--- src/a64dp_ram.sv ---
module a64dp_ram #(
    parameter int WIDTH = 64,
    parameter int DEPTH = 31
) (
    input  logic                     i_clk,
    input  logic                     i_we,
    input  logic [$clog2(DEPTH)-1:0] i_waddr,
    input  logic [WIDTH-1:0]         i_wdata,
    input  logic                     i_re,
    input  logic [$clog2(DEPTH)-1:0] i_raddr,
    output logic [WIDTH-1:0]         o_rdata
);

    logic [WIDTH-1:0] r_mem [DEPTH];
    logic [WIDTH-1:0] r_rdata;

    always_ff @(posedge i_clk) begin
        if (i_we) begin
            r_mem[i_waddr] <= i_wdata;
        end
        if (i_re) begin
            r_rdata <= r_mem[i_raddr];
        end
    end

    assign o_rdata = r_rdata;

endmodule

--- config.mk ---
export PLATFORM = sky130hd
export DESIGN_NAME = a64dp_ram
export DESIGN_NICKNAME = d
export VERILOG_FILES = /design/src/a64dp_ram.sv
export SDC_FILE = /design/constraint.sdc
export NUM_CORES = 2
export LEC_CHECK = 0
export BUFFER_PORTS_ARGS = -buffer_cell sky130_fd_sc_hd__buf_2
export CORE_ASPECT_RATIO = 1.75
export CORE_MARGIN = 4
export CORE_UTILIZATION = 62
export CTS_CLUSTER_SIZE = 14
export DETAILED_ROUTE_END_ITERATION = 8
export GPL_TIMING_DRIVEN = 0
export PLACE_DENSITY = 0.79
export SETUP_SLACK_MARGIN = 0.15
export SLEW_MARGIN = 25
export SYNTH_ARGS = -nofsm -noshare
export SYNTH_HDL_FRONTEND = slang
export SYNTH_SLANG_ARGS = --single-unit
--- constraint.sdc ---
create_clock -name i_clk -period 5.7 [get_ports i_clk]
set_input_delay 1.14 -clock i_clk [delete_from_list [all_inputs] [get_ports i_clk]]
set_output_delay 1.14 -clock i_clk [all_outputs]
set_load 0.03 [all_outputs]
# Word level (Yosys, flattened, before mapping)
# Memories as Yosys holds them, arrays and structs flattened. A register that Yosys moved wholly into a read port is not among the register bits.
# Cells that the tools add are included.
# totals
word_cells	3
reg_bits	0
n_memories	1
mem_bits_rw	1984
output_inout_bits	64
# memory_table
memory	words	width	read_ports	rd_ports_with_merged_regs	write_ports	line	source
r_mem	31	64	1	1	1	14	logic [WIDTH-1:0] r_mem [DEPTH];
# classes
n_mux	2
# op_table
op	count
1-bit two-way mux	2

# Depth between registers and ports, before layout
# logic_depth
depth_word	2
depth_mapped	9
ltp_nobuf	4

# Worst setup path before layout
# OpenSTA, ideal clock, no wires.
# synth_path
path_type	input to register
startpoint	input port i_waddr[1]
endpoint	memory r_mem[12][0] (enable)
setup_time_ns	0.486
n_path_buf	1
path_slack_ns	0.738
arrival_time_ns	4.476
stages	3
required_ns	5.214
cell_sequence	or3b_2 > clkbuf_1 > nor2_1
# synth_lines
item	line	source
start: declaration	7	input logic [$clog2(DEPTH)-1:0] i_waddr,
end: declaration	14	
# No word-level cell before the write port.

==> flow_metrics.tcl <==
set metrics [dict create \
    wl_met2_um 112200 \
    die_area_sq_um 131800 \
    place_inst 5466 \
    synth_area_per_cell_sq_um 21.98 \
    crit_chain "buf_2 > buf_2 > buf_1 > nand2_1 > clkbuf_1 > o221ai_1" \
    cts_root_buf "clkbuf_16" \
    setup_viol 0 \
    cp_slowest_cell "o221ai_1" \
    drtPass1Iterations 7 \
    start_kind "input pin" \
    crit_path_frequent_cell "buf_2" \
    grt_max_degree 38 \
    netlist_area_sq_um 78040 \
    finalNonFillerCells 5720 \
    p_per_area_nw_per_um2 330.0 \
    dp_hpwl_um 137200 \
    period_share 0.6761 \
    synth_xor_area_frac 0 \
    top_layer "met5" \
    synth-simple-area-share 0.01243 \
    fmax_mhz 259.5 \
    synth_warnings 0 \
    nets 4063 \
    core-area_sq_um 125300 \
    ys_async_sr_fraction 0 \
    cap_violations 0 \
    cts.sinks 2048 \
    skew_ns 0.02250 \
    ios 141 \
    overflow 0 \
    synthFlopType "edfxtp_1" \
    cts-buffers-inserted 171 \
    met3_length_um 18160 \
    post_cts_buffers 0 \
    worst_slew_pin_slew_ns 1.124 \
    area_delta_synth_final_pct 13.79 \
    worstPathMaxFanout 10 \
    gp_routability_congestion 0.8218 \
    synth-compound-area-share 0.03392 \
    initial_core_util 0.6231 \
    num_rows 172 \
    report.final.slew_viol_count 0 \
    grt_pass1_vias 42030 \
    synth_nets 3628 \
    ant_nets 0 \
    fill_cells 7007 \
    cts_tree "done" \
    required_ns 6.22 \
    layout_common_cells "edfxtp_1, mux4_2, mux2i_1" \
    fin_tns_setup_ns 0 \
    synth_top_family_by_area "multiplexers" \
    grt_setup_unrepaired "no" \
    yosys_register_bits 2048 \
    synth_mux_area_frac 0.1498 \
    routed_wl_um 209200 \
    yosysSeqAreaShare 0.7880 \
    gr-usage-all-layers 0.3169 \
    clk_pin_slew_ns 0.06 \
    synthCells 3551 \
    cp-end-kind "flop" \
    drive_gt1_frac 0.2460 \
    p_leak_nw 28.77 \
    post_drt_wl_per_cell_um 36.57 \
    postCtsHoldBufs 0 \
    vias_per_cell 7.038 \
    max_stage_delay_ns 0.67 \
    via_count 40260 \
    port_buffers 136 \
    critical_path_class "in2reg" \
    drtIter0Drc 5349 \
    drc 0 \
    worstHoldPathType "in2reg" \
    max-clock-path-buffers 3 \
    relSlewSlack 0.2510 \
    ctsResizeCount 0 \
    synthAdderAreaFrac 0 \
    final_common_cell "edfxtp_1" \
    grt_pass1_wl_um 295600 \
    synth.distinct_cells 41 \
    grt_antenna_before_repair 12 \
    die_h_um 477.3 \
    vdd_drop_max_uv 301.5 \
    die_x_um 276.2 \
    wl_met1_um 63270 \
    worstPathArrival_ns 4.38 \
    synth_edf_count 2048 \
    min_period_ns 3.854 \
    htree_levels 4 \
    clock_latency_ns 0.81 \
    status "finished clean" \
    final-hold-violation-count 0 \
]
## critical path: cells and delay by family
| family | cells | cell delay (ns) |
|---|---|---|
| simple gates | 1 | 0.57 |
| compound gates | 1 | 0.67 |
| buf+inv | 4 | 1.97 |
## layer usage
| metal | global-route usage | vias to the layer above |
|---|---|---|
| li1 | - | 15780 |
| met1 | 0.3507 | 20660 |
| met2 | 0.5657 | 2972 |
| met3 | 0.05827 | 841 |
| met4 | 0.1988 | 8 |
| met5 | 0 | - |
## logic make-up (layout without fill, tap and decap cells)
group | Yosys count | count (layout)
simple gates | 203 | 203
buf+inv | 205 | 715
flops | 2048 | 2048
mux | 723 | 723
compound gates | 372 | 372
other cells | 0 | 6
## area by class of cell
type	count	area, sq um	area share
antenna	6	15.01	0.0001691
buffer	205	1244	0.01400
clock buffer	214	4568	0.05144
clock inverter	34	230.2	0.002592
multi-input combinational	1298	15550	0.1751
sequential	2048	61500	0.6925
tap	1653	2068	0.02329
timing repair buffer	262	3633	0.04092
## registers in the layout, indices dropped and copies added (netlist names)
signal   cells
r_mem     1984
o_rdata     64
## synth_stat cells (all sizes together) (5+ instances only)
cell | number | area share
nand3b | 5 | 0.00048
nand2b | 24 | 0.0019
a31oi | 55 | 0.0044
nand3 | 36 | 0.0023
clkbuf | 70 | 0.0034
buf | 135 | 0.012
a221oi | 45 | 0.0052
mux4 | 350 | 0.10
a22o | 37 | 0.0042
nor2 | 37 | 0.0018
mux2i | 337 | 0.043
o22ai | 6 | 0.00048
a21oi | 37 | 0.0024
o21ai | 61 | 0.0039
a22oi | 79 | 0.0076
nor2b | 12 | 0.00096
edfxtp | 2048 | 0.79
mux2 | 36 | 0.0052
nand2 | 75 | 0.0036
o221ai | 37 | 0.0042
## path summary, 6_finish.rpt
check	endpoint	slack (ns)	depth (start not counted)	startpoint
max	o_rdata[60]	1.85	6	i_raddr[4]
min	o_rdata[45]	0.73	1	i_re
max reg2reg	o_rdata[45]	3.56	4	r_mem[7][45]
min reg2reg	o_rdata[27]	0.77	4	r_mem[10][27]
## power by group
part / internal (mW) / leakage [nW] / switching (mW)
registers: 16.8 / 18.5 / 0.0595
clock network: 5.64 / 2.34 / 5.05
logic: 0.606 / 7.92 / 1.15
total: 23.0 / 28.8 / 6.26
## per-stage QoR
step / hold slack (ns) / cell area [sq um] / power [mW] / setup WS (ns) / utilization
floorplan: 0.6578 / 78040 / 18.12 / 0.7378 / -
global placement: 0.7347 / 80790 / 18.79 / -3.512 / 0.6450
detailed placement: 0.7504 / 83980 / 18.89 / 1.283 / 0.6705
CTS: 0.7162 / 88780 / 29.32 / 2.060 / 0.7088
global route: 0.7406 / 88790 / 30.05 / 1.989 / 0.7089
finish: 0.7320 / 88800 / 29.31 / 1.846 / 0.7090
No activity file was read; power rests on OpenSTA's default activity.
